### src/rtl/core/sip_invite_client_txn_fsm_assert.svh
// Assertion helpers used by the transaction output buffer.
`ifndef SIP_INVITE_CLIENT_TXN_FSM_ASSERT_SVH
`define SIP_INVITE_CLIENT_TXN_FSM_ASSERT_SVH

// Same-cycle implication, masked during reset.
`define SIP_ASSERT_IMP(lbl, clk, rst, ante, cons) \
   lbl: assert property (@(posedge clk) disable iff (rst) (ante) |-> (cons)) \
      else $error("sip txn assertion failed");

// Next-cycle implication, masked during reset.
`define SIP_ASSERT_NXT(lbl, clk, rst, ante, cons) \
   lbl: assert property (@(posedge clk) disable iff (rst) (ante) |=> (cons)) \
      else $error("sip txn assertion failed");

`endif

### src/rtl/core/sip_txn_pkg.sv
package sip_txn_pkg;

   // Event codes
   localparam logic [2:0] EV_INVITE   = 3'd0;
   localparam logic [2:0] EV_TIMER_AB = 3'd1;
   localparam logic [2:0] EV_TIMER_D  = 3'd2;
   localparam logic [2:0] EV_1XX      = 3'd3;
   localparam logic [2:0] EV_2XX      = 3'd4;
   localparam logic [2:0] EV_FAIL     = 3'd5;
   localparam logic [2:0] EV_TERR     = 3'd6;

   // Timer commands
   localparam logic [1:0] TC_NONE = 2'd0;
   localparam logic [1:0] TC_A    = 2'd1;
   localparam logic [1:0] TC_B    = 2'd2;
   localparam logic [1:0] TC_D    = 2'd3;

   // Status codes
   localparam logic [2:0] SS_NONE   = 3'd0;
   localparam logic [2:0] SS_VALID  = 3'd1;
   localparam logic [2:0] SS_RETX   = 3'd2;
   localparam logic [2:0] SS_STRAY  = 3'd3;
   localparam logic [2:0] SS_IGNORE = 3'd4;
   localparam logic [2:0] SS_ERROR  = 3'd5;

   // Register indexes
   localparam logic [1:0] CSR_T1      = 2'd0;
   localparam logic [1:0] CSR_TIMER_B = 2'd1;
   localparam logic [1:0] CSR_TIMER_D = 2'd2;

   localparam logic [19:0] T1_RESET      = 20'd500;
   localparam logic [19:0] TIMER_B_RESET = 20'd32000;
   localparam logic [19:0] TIMER_D_RESET = 20'd32000;

   // Retransmission count where doubling stops, and count ceiling
   localparam logic [5:0] RETX_SAT_N = 6'd21;
   localparam logic [4:0] RETX_MAX   = 5'd31;

   typedef struct packed {
      logic [2:0]  command;
      logic        unreliable;
      logic        is_trying;
      logic        has_rseq;
      logic [31:0] rseq_value;
   } req_item_type;

   typedef struct packed {
      logic [2:0]  new_state;
      logic [1:0]  timer_cmd;
      logic [19:0] timer_duration;
      logic        stop_timer;
      logic        send_ack;
      logic [2:0]  status;
      logic        txn_created;
      logic        txn_ended;
   } rsp_item_type;

   typedef struct packed {
      logic [19:0] t1_ms;
      logic [19:0] timer_b_ms;
      logic [19:0] timer_d_ms;
   } cfg_type;

endpackage

### src/rtl/core/sip_txn_step.sv
module sip_txn_step
   import sip_txn_pkg::*;
(
   input  logic         clock,
   input  logic         reset,
   input  logic         accept,
   input  req_item_type req_data,
   input  cfg_type      cfg,
   output rsp_item_type result
);

   typedef enum logic [2:0] {
      S_IDLE       = 3'd0,
      S_CALLING    = 3'd1,
      S_PROCEEDING = 3'd2,
      S_COMPLETED  = 3'd3,
      S_TERMINATED = 3'd4
   } fsm_state_type;

   fsm_state_type state_ff, state_in;
   logic          unrel_ff, unrel_in;
   logic [4:0]    retx_ff, retx_in;
   logic [19:0]   elapsed_ff, elapsed_in;
   logic [19:0]   limit_ff, limit_in;
   logic [31:0]   rseq_ff, rseq_in;
   logic          known_ff, known_in;

   // Timer A retransmission math
   logic [19:0] expired;
   logic [5:0]  retx_n;
   logic [39:0] t1_shift;
   logic [19:0] remain;
   logic        use_remain;
   logic [19:0] retx_dur;
   logic        timed_out;

   always_comb begin
      expired    = (elapsed_ff == 20'd0) ? cfg.t1_ms : elapsed_ff;
      retx_n     = {1'b0, retx_ff} + 6'd1;
      t1_shift   = {20'd0, cfg.t1_ms} << retx_n[4:0];
      remain     = limit_ff - expired;
      use_remain = (retx_n >= RETX_SAT_N) || (t1_shift[39:20] != 20'd0) ||
                   (t1_shift[19:0] >= remain);
      retx_dur   = use_remain ? remain : t1_shift[19:0];
      timed_out  = !unrel_ff || (expired >= limit_ff);
   end

   // Event decode per state
   always_comb begin
      logic ok;
      ok         = 1'b1;
      state_in   = state_ff;
      unrel_in   = unrel_ff;
      retx_in    = retx_ff;
      elapsed_in = elapsed_ff;
      limit_in   = limit_ff;
      rseq_in    = rseq_ff;
      known_in   = known_ff;
      result     = '0;

      case (state_ff)
         S_IDLE: begin
            if (req_data.command == EV_INVITE) begin
               unrel_in   = req_data.unreliable;
               retx_in    = 5'd0;
               elapsed_in = 20'd0;
               known_in   = 1'b0;
               rseq_in    = 32'd0;
               limit_in   = cfg.timer_b_ms;
               if (req_data.unreliable) begin
                  result.timer_cmd      = TC_A;
                  result.timer_duration = cfg.t1_ms;
               end else begin
                  result.timer_cmd      = TC_B;
                  result.timer_duration = cfg.timer_b_ms;
               end
               result.txn_created = 1'b1;
               state_in           = S_CALLING;
            end else begin
               ok = 1'b0;
            end
         end
         S_CALLING: begin
            case (req_data.command)
               EV_TIMER_AB: begin
                  elapsed_in = expired;
                  if (timed_out) begin
                     state_in = S_TERMINATED;
                  end else if (retx_dur != 20'd0) begin
                     result.timer_cmd      = TC_A;
                     result.timer_duration = retx_dur;
                     retx_in    = (retx_ff == RETX_MAX) ? retx_ff : retx_ff + 5'd1;
                     elapsed_in = expired + retx_dur;
                  end
               end
               EV_1XX: begin
                  result.stop_timer = 1'b1;
                  result.status     = SS_VALID;
                  if (!req_data.is_trying && req_data.has_rseq) begin
                     rseq_in  = req_data.rseq_value;
                     known_in = 1'b1;
                  end
                  state_in = S_PROCEEDING;
               end
               EV_2XX: begin
                  result.stop_timer = 1'b1;
                  result.status     = SS_VALID;
                  result.txn_ended  = 1'b1;
                  state_in          = S_TERMINATED;
               end
               EV_FAIL: begin
                  result.stop_timer = 1'b1;
                  result.send_ack   = 1'b1;
                  result.status     = SS_VALID;
                  if (unrel_ff) begin
                     result.timer_cmd      = TC_D;
                     result.timer_duration = cfg.timer_d_ms;
                     state_in              = S_COMPLETED;
                  end else begin
                     result.txn_ended = 1'b1;
                     state_in         = S_TERMINATED;
                  end
               end
               EV_TERR: begin
                  result.stop_timer = 1'b1;
                  state_in          = S_TERMINATED;
               end
               default: ok = 1'b0;
            endcase
         end
         S_PROCEEDING: begin
            case (req_data.command)
               EV_1XX: begin
                  result.status = SS_VALID;
                  if (!req_data.is_trying && req_data.has_rseq) begin
                     if (known_ff && rseq_ff == req_data.rseq_value) begin
                        result.status = SS_RETX;
                     end else if (known_ff) begin
                        if (rseq_ff + 32'd1 != req_data.rseq_value) begin
                           result.status = SS_STRAY;
                        end else begin
                           rseq_in = req_data.rseq_value;
                        end
                     end else begin
                        rseq_in  = req_data.rseq_value;
                        known_in = 1'b1;
                     end
                  end
               end
               EV_2XX: begin
                  known_in         = 1'b0;
                  result.status    = SS_VALID;
                  result.txn_ended = 1'b1;
                  state_in         = S_TERMINATED;
               end
               EV_FAIL: begin
                  known_in        = 1'b0;
                  result.send_ack = 1'b1;
                  result.status   = SS_VALID;
                  if (unrel_ff) begin
                     result.timer_cmd      = TC_D;
                     result.timer_duration = cfg.timer_d_ms;
                     state_in              = S_COMPLETED;
                  end else begin
                     result.txn_ended = 1'b1;
                     state_in         = S_TERMINATED;
                  end
               end
               EV_TERR: state_in = S_TERMINATED;
               default: ok = 1'b0;
            endcase
         end
         S_COMPLETED: begin
            case (req_data.command)
               EV_TIMER_D: state_in = S_TERMINATED;
               EV_1XX:     result.status = SS_IGNORE;
               EV_FAIL: begin
                  result.status   = SS_RETX;
                  result.send_ack = 1'b1;
               end
               EV_TERR: begin
                  result.stop_timer = 1'b1;
                  state_in          = S_TERMINATED;
               end
               default: ok = 1'b0;
            endcase
         end
         default: ok = 1'b0;
      endcase

      // rejected event: nothing moves, only the error status
      if (!ok) begin
         result        = '0;
         result.status = SS_ERROR;
      end
      result.new_state = state_in;
   end

   // Transaction state, updated on each accepted beat
   always_ff @(posedge clock) begin
      if (reset) begin
         state_ff   <= S_IDLE;
         unrel_ff   <= 1'b0;
         retx_ff    <= 5'd0;
         elapsed_ff <= 20'd0;
         limit_ff   <= 20'd0;
         rseq_ff    <= 32'd0;
         known_ff   <= 1'b0;
      end else if (accept) begin
         state_ff   <= state_in;
         unrel_ff   <= unrel_in;
         retx_ff    <= retx_in;
         elapsed_ff <= elapsed_in;
         limit_ff   <= limit_in;
         rseq_ff    <= rseq_in;
         known_ff   <= known_in;
      end
   end

endmodule

### src/rtl/core/sip_txn_obuf.sv
`include "sip_invite_client_txn_fsm_assert.svh"

module sip_txn_obuf
   import sip_txn_pkg::*;
(
   input  logic         clock,
   input  logic         reset,
   input  logic         push,
   input  rsp_item_type push_data,
   output logic         full,
   output logic         rsp_valid,
   input  logic         rsp_stall,
   output rsp_item_type rsp_data
);

   logic         out_vld_ff;
   logic         skid_vld_ff;
   rsp_item_type out_ff;
   rsp_item_type skid_ff;
   logic         pop;

   assign pop       = out_vld_ff && !rsp_stall;
   assign full      = skid_vld_ff;
   assign rsp_valid = out_vld_ff;
   assign rsp_data  = out_ff;

   // Valid flags: output stage plus one skid entry
   always_ff @(posedge clock) begin
      if (reset) begin
         out_vld_ff  <= 1'b0;
         skid_vld_ff <= 1'b0;
      end else if (skid_vld_ff) begin
         if (pop) begin
            skid_vld_ff <= 1'b0;
         end
      end else if (push) begin
         if (out_vld_ff && !pop) begin
            skid_vld_ff <= 1'b1;
         end else begin
            out_vld_ff <= 1'b1;
         end
      end else if (pop) begin
         out_vld_ff <= 1'b0;
      end
   end

   // Payload moves, no reset needed
   always_ff @(posedge clock) begin
      if (skid_vld_ff) begin
         if (pop) begin
            out_ff <= skid_ff;
         end
      end else if (push) begin
         if (out_vld_ff && !pop) begin
            skid_ff <= push_data;
         end else begin
            out_ff <= push_data;
         end
      end
   end

   `SIP_ASSERT_IMP(a_skid_needs_out, clock, reset, skid_vld_ff, out_vld_ff)
   `SIP_ASSERT_NXT(a_stall_fills_skid, clock, reset, push && out_vld_ff && rsp_stall, skid_vld_ff)
   `SIP_ASSERT_NXT(a_skid_drains, clock, reset, skid_vld_ff && !rsp_stall, out_vld_ff && !skid_vld_ff)
   `SIP_ASSERT_NXT(a_empty_push, clock, reset, push && !out_vld_ff, out_vld_ff && !skid_vld_ff)

endmodule

### src/rtl/core/sip_invite_client_txn_fsm.sv
// Channel  Direction  Handshake           Beat
// req_     in         req_valid/stall     req_item_type: one event
// rsp_     out        rsp_valid/stall     rsp_item_type: one result per event
// csr_     in         csr_valid/ready     csr_index, csr_wdata (20 bits)
//
// One event per cycle while req_stall is low; its result is registered in the output buffer.
// The state update is a single combinational step between the state and
// output registers; a one-entry skid buffer keeps req_ open while rsp_ stalls.
// req_stall rises only once both output entries are full.
// reset is synchronous: state goes idle, registers take their defaults.
module sip_invite_client_txn_fsm
   import sip_txn_pkg::*;
(
   input  logic         clock,
   input  logic         reset,
   input  logic         req_valid,
   output logic         req_stall,
   input  req_item_type req_data,
   output logic         rsp_valid,
   input  logic         rsp_stall,
   output rsp_item_type rsp_data,
   input  logic         csr_valid,
   output logic         csr_ready,
   input  logic [1:0]   csr_index,
   input  logic [19:0]  csr_wdata
);

   cfg_type      cfg_ff;
   rsp_item_type step_result;
   logic         accept;
   logic         buf_full;

   assign csr_ready = 1'b1;
   assign req_stall = buf_full;
   assign accept    = req_valid && !buf_full;

   // Configuration registers
   always_ff @(posedge clock) begin
      if (reset) begin
         cfg_ff.t1_ms      <= T1_RESET;
         cfg_ff.timer_b_ms <= TIMER_B_RESET;
         cfg_ff.timer_d_ms <= TIMER_D_RESET;
      end else if (csr_valid && csr_ready) begin
         case (csr_index)
            CSR_T1:      cfg_ff.t1_ms      <= csr_wdata;
            CSR_TIMER_B: cfg_ff.timer_b_ms <= csr_wdata;
            CSR_TIMER_D: cfg_ff.timer_d_ms <= csr_wdata;
            default:     ;
         endcase
      end
   end

   sip_txn_step u_step (
      .clock    (clock),
      .reset    (reset),
      .accept   (accept),
      .req_data (req_data),
      .cfg      (cfg_ff),
      .result   (step_result)
   );

   sip_txn_obuf u_obuf (
      .clock     (clock),
      .reset     (reset),
      .push      (accept),
      .push_data (step_result),
      .full      (buf_full),
      .rsp_valid (rsp_valid),
      .rsp_stall (rsp_stall),
      .rsp_data  (rsp_data)
   );

endmodule

### config.mk
export PLATFORM = sky130hd
export DESIGN_NAME = sip_invite_client_txn_fsm
export DESIGN_NICKNAME = d
export VERILOG_FILES = /design/src/rtl/core/sip_txn_pkg.sv /design/src/rtl/core/sip_txn_step.sv /design/src/rtl/core/sip_txn_obuf.sv /design/src/rtl/core/sip_invite_client_txn_fsm.sv
export VERILOG_INCLUDE_DIRS = /design/src /design/src/rtl/core
export SDC_FILE = /design/constraint.sdc
export NUM_CORES = 1
export LEC_CHECK = 0
export ABC_CLOCK_PERIOD_IN_PS = 9800
export BUFFER_PORTS_ARGS = -buffer_cell sky130_fd_sc_hd__buf_4
export CORE_MARGIN = 2
export CORE_UTILIZATION = 40
export CTS_BUF_LIST = sky130_fd_sc_hd__clkbuf_16
export DETAILED_ROUTE_END_ITERATION = 16
export HOLD_SLACK_MARGIN = 0.08
export PLACE_DENSITY = 0.58
export SLEW_MARGIN = 20
export SYNTH_ARGS = -nofsm -noshare
export SYNTH_HDL_FRONTEND = slang
export SYNTH_SLANG_ARGS = --single-unit
### constraint.sdc
create_clock -name clock -period 9.8 [get_ports clock]
set_clock_uncertainty 0.05 [all_clocks]
set_input_delay 0.49 -clock clock [delete_from_list [all_inputs] [get_ports clock]]
set_output_delay 0.49 -clock clock [all_outputs]
set_load 0.01 [all_outputs]
==> flow_summary.ini <==
[finish]
final_nets = 1935
syn_to_final_growth_pct = 12.5
drive_gt1_share_pct = 14.1

[power_and_ir_drop]
sequentialPowerShare_pct = 41.7
p_comb_share_pct = 18.2
ir_drop_mv = 0.129
internal-power_w = 0.00160
p_total_w = 0.00228
switching_share_pct = 29.7
p_leak_nw = 6.24
p_per_area_nw_per_um2 = 138
clkPwrFrac_pct = 40.0
p_switching_w = 0.000678

[worst_setup_path]
cpMostUsedCell = o21ai_0
reg2regPathDepth = 34
slowest_delay_ns = 0.60
r2r_slack_ns = 1.40
required_ns = 10.19
timing.rr.start = u_step.elapsed_ff[15]
cp-start-kind = flip-flop
cp_max_fo = 13
end_kind = flip-flop
worstPathArrival_ns = 8.79
setup.worst_path.class = flip-flop to flip-flop
rr_endpoint = u_step.elapsed_ff[16]
critPathSlowestCell = o311ai_1

[clock_network]
cts_root_buf = clkbuf_16
postCtsResizedCells = 0
post_cts_buffers = 0
htreeDepth = 1
holdBufCountCts = 0
cts_buffers = 25
cts_tree = yes
clock_path_buffers = 3
insertion_delay_ns = 0.55
clock-sinks = 208
cts.clk_slew.worst_paths_ns = 0.06

[sta]
setup_ws_ns = 1.40
maxSlewViolCount = 0
hold_violations = 0
min_period_ns = 8.40
max-slew-margin-rel_pct = 11.7
finalCritPeriodShare_pct = 85.7
finalSetupTns_ns = 0
clock.fmax_ghz = 0.119
rsz0062_at_grt = no
setup_viol = 0
tightest_slew_ns = 1.33

[worst_hold_path]
hold_path.class = input pin to flip-flop
min_to = cfg_ff[48]
worstHoldStart = csr_wdata[8]
min_path_cells = 3

[logic_synthesis]
ys_types = 97
yosysMostFrequentCell = nand2_1
ys_seq_area_share_pct = 32.7
yosys-top-cells-area = dfxtp_1 (20%), edfxtp_1 (13%), nand2_1 (6.8%), a21oi_1 (5.8%), ha_1 (5.5%)
synth_top_area_cell = dfxtp_1
synth.top_cell.area_share_pct = 19.6
synth_edf_count = 64
synth_common_cells = nand2_1 (266), a21oi_1 (171), dfxtp_1 (144)
syn-cell-area_um2 = 14700
postSynthCellCount = 1768
async_flop_share_pct = 0
syn-mean-instance-area_um2 = 8.32
synth_nets = 1900
yosys_register_bits = 208
yosys_warnings = 0
ys.flop_type = dfxtp_1

[die]
die-area_um2 = 38300
chipWidth_um = 196
die-height_um = 196
core-area_um2 = 36400
core.rowCount = 70
pin_count = 100
initial_utilization_pct = 40.4

[outcome]
outcome = finished clean

[grt]
overflow = 0
antenna_found_initial = 0
grt_pass1_vias = 13000
grt_pass1_wl_mm = 74.9
grt_max_degree = 75
grt_use_total_pct = 24.7

[route]
first_iter_violations = 1152
avgRoutedWirePerCell_um = 21.0
first_pass_iters = 5
drc_errors = 0
ant_nets = 0
via_per_inst = 5.94
vias = 13600
totalWireLength_mm = 48.2

[placed_design]
place_hpwl_mm = 36.1
dp_slack_ns = 1.59
gp_congestion = 0.960
port_buffers = 98

[job]
cap_violations = 0
[flip-flops by register name, indices dropped and copies added (netlist names)]
| signal | cells |
|---|---|
| u_step.unrel_ff | 1 |
| u_obuf.rsp_valid | 1 |
| u_obuf.skid_ff | 32 |
| u_step.state_ff | 3 |
| cfg_ff | 60 |
| u_step.retx_ff | 5 |
| u_step.rseq_ff | 32 |
| u_step.limit_ff | 20 |
| u_obuf.rsp_data | 32 |
| u_step.elapsed_ff | 20 |
| u_obuf.full | 1 |
| u_step.known_ff | 1 |
[power groups by stage]
stage / logic [W] / clock network [W] / registers, W
global route: 0.000456 / 0.000960 / 0.000956
finish: 0.000415 / 0.000913 / 0.000952
detailed placement: 0.000410 / 0 / 0.000970
floorplan: 0.000270 / 0 / 0.000962
CTS: 0.000412 / 0.000927 / 0.000952
global placement: 0.000406 / 0 / 0.000969
[per-layer routing]
layer  vias to the layer above  routed length [um]  GRT usage (%)
li1                       6516                   -              -
met1                      6539               22300           34.3
met2                       445               21100           38.9
met3                        99                3050           3.94
met4                         0                1770           8.81
met5                         -                   0              0
[cell families (layout without fill, tap and decap cells)]
logic type               Yosys count  in the layout  synth area share (%)
AO/OA/AOI/OAI                    464            464                  20.6
XOR/XNOR                          73             73                  4.50
adder cells (fa/ha/maj)           67             67                  5.80
buffers and inverters            183            237                  5.22
flip-flops                       208            208                  32.7
multiplexers                      95             95                  8.54
other                              1              2                0.0255
AND/OR/NAND/NOR                  677            677                  22.7
[layout by cell type (no fill, tap or decap), types with 8 or more instances in the layout]
cell type / Yosys / routed
a22o_1: 15 / 15
mux2i_1: 37 / 37
nor4_1: 18 / 18
xor2_1: 43 / 43
o31ai_1: 17 / 17
nor2_1: 108 / 107
buf_4: 7 / 119
o21a_1: 12 / 12
xnor2_1: 27 / 27
o21ai_1: 15 / 15
mux4_2: 19 / 19
or3_1: 9 / 9
a21o_1: 21 / 21
mux2_2: 36 / 36
a21oi_1: 171 / 169
or2_2: 8 / 8
nand2_1: 266 / 266
ha_1: 65 / 65
nand4_1: 20 / 20
o22ai_1: 9 / 9
nor3_1: 38 / 36
o21ai_0: 74 / 74
nand2b_1: 49 / 49
a211o_1: 8 / 8
nor2b_1: 14 / 14
edfxtp_1: 64 / 64
inv_1: 68 / 71
clkbuf_16: 0 / 25
a211oi_1: 17 / 17
a222oi_1: 16 / 16
nand3b_1: 23 / 23
nand3_1: 69 / 69
and3_1: 10 / 10
dfxtp_1: 144 / 144
[critical path, delay by kind of cell (launching register included)]
kind / cells / cell delay (ns)
AOI/OAI and AO/OA: 18 / 4.28
and+or+nand+nor: 8 / 1.68
adders and majority gates: 4 / 1.40
buffers and inverters: 4 / 0.55
DFF: 1 / 0.32
[how the worst max path moves through the flow]
stage                                      from               endpoint
after floorplan           u_step.elapsed_ff[15]  u_step.elapsed_ff[16]
after global routing      u_step.elapsed_ff[15]  u_step.elapsed_ff[14]
after global placement    u_step.elapsed_ff[15]  u_step.elapsed_ff[16]
final                     u_step.elapsed_ff[15]  u_step.elapsed_ff[16]
after CTS                 u_step.elapsed_ff[15]  u_step.elapsed_ff[16]
after detailed placement  u_step.elapsed_ff[15]  u_step.elapsed_ff[16]
[through the flow]
stage	hold WS, ns	std cells	area, um2	utilization, %
floorplan	0.386	1768	14700	-
global placement	0.395	2241	15700	43.2
detailed placement	0.400	2241	15700	43.2
CTS	0.115	2287	16500	45.3
global route	0.131	2290	16600	45.4
finish	0.128	2291	16600	45.4
[layout make-up]
class | count | area (um2)
antenna | 1 | 2.50
clock buffer | 25 | 626
clock inverter | 21 | 171
fill | 3697 | 19900
inverter | 69 | 259
multi-input combinational | 1377 | 9180
sequential | 208 | 4800
tap | 468 | 586
timing repair buffer | 122 | 923
No activity file was read; power rests on OpenSTA's default activity.
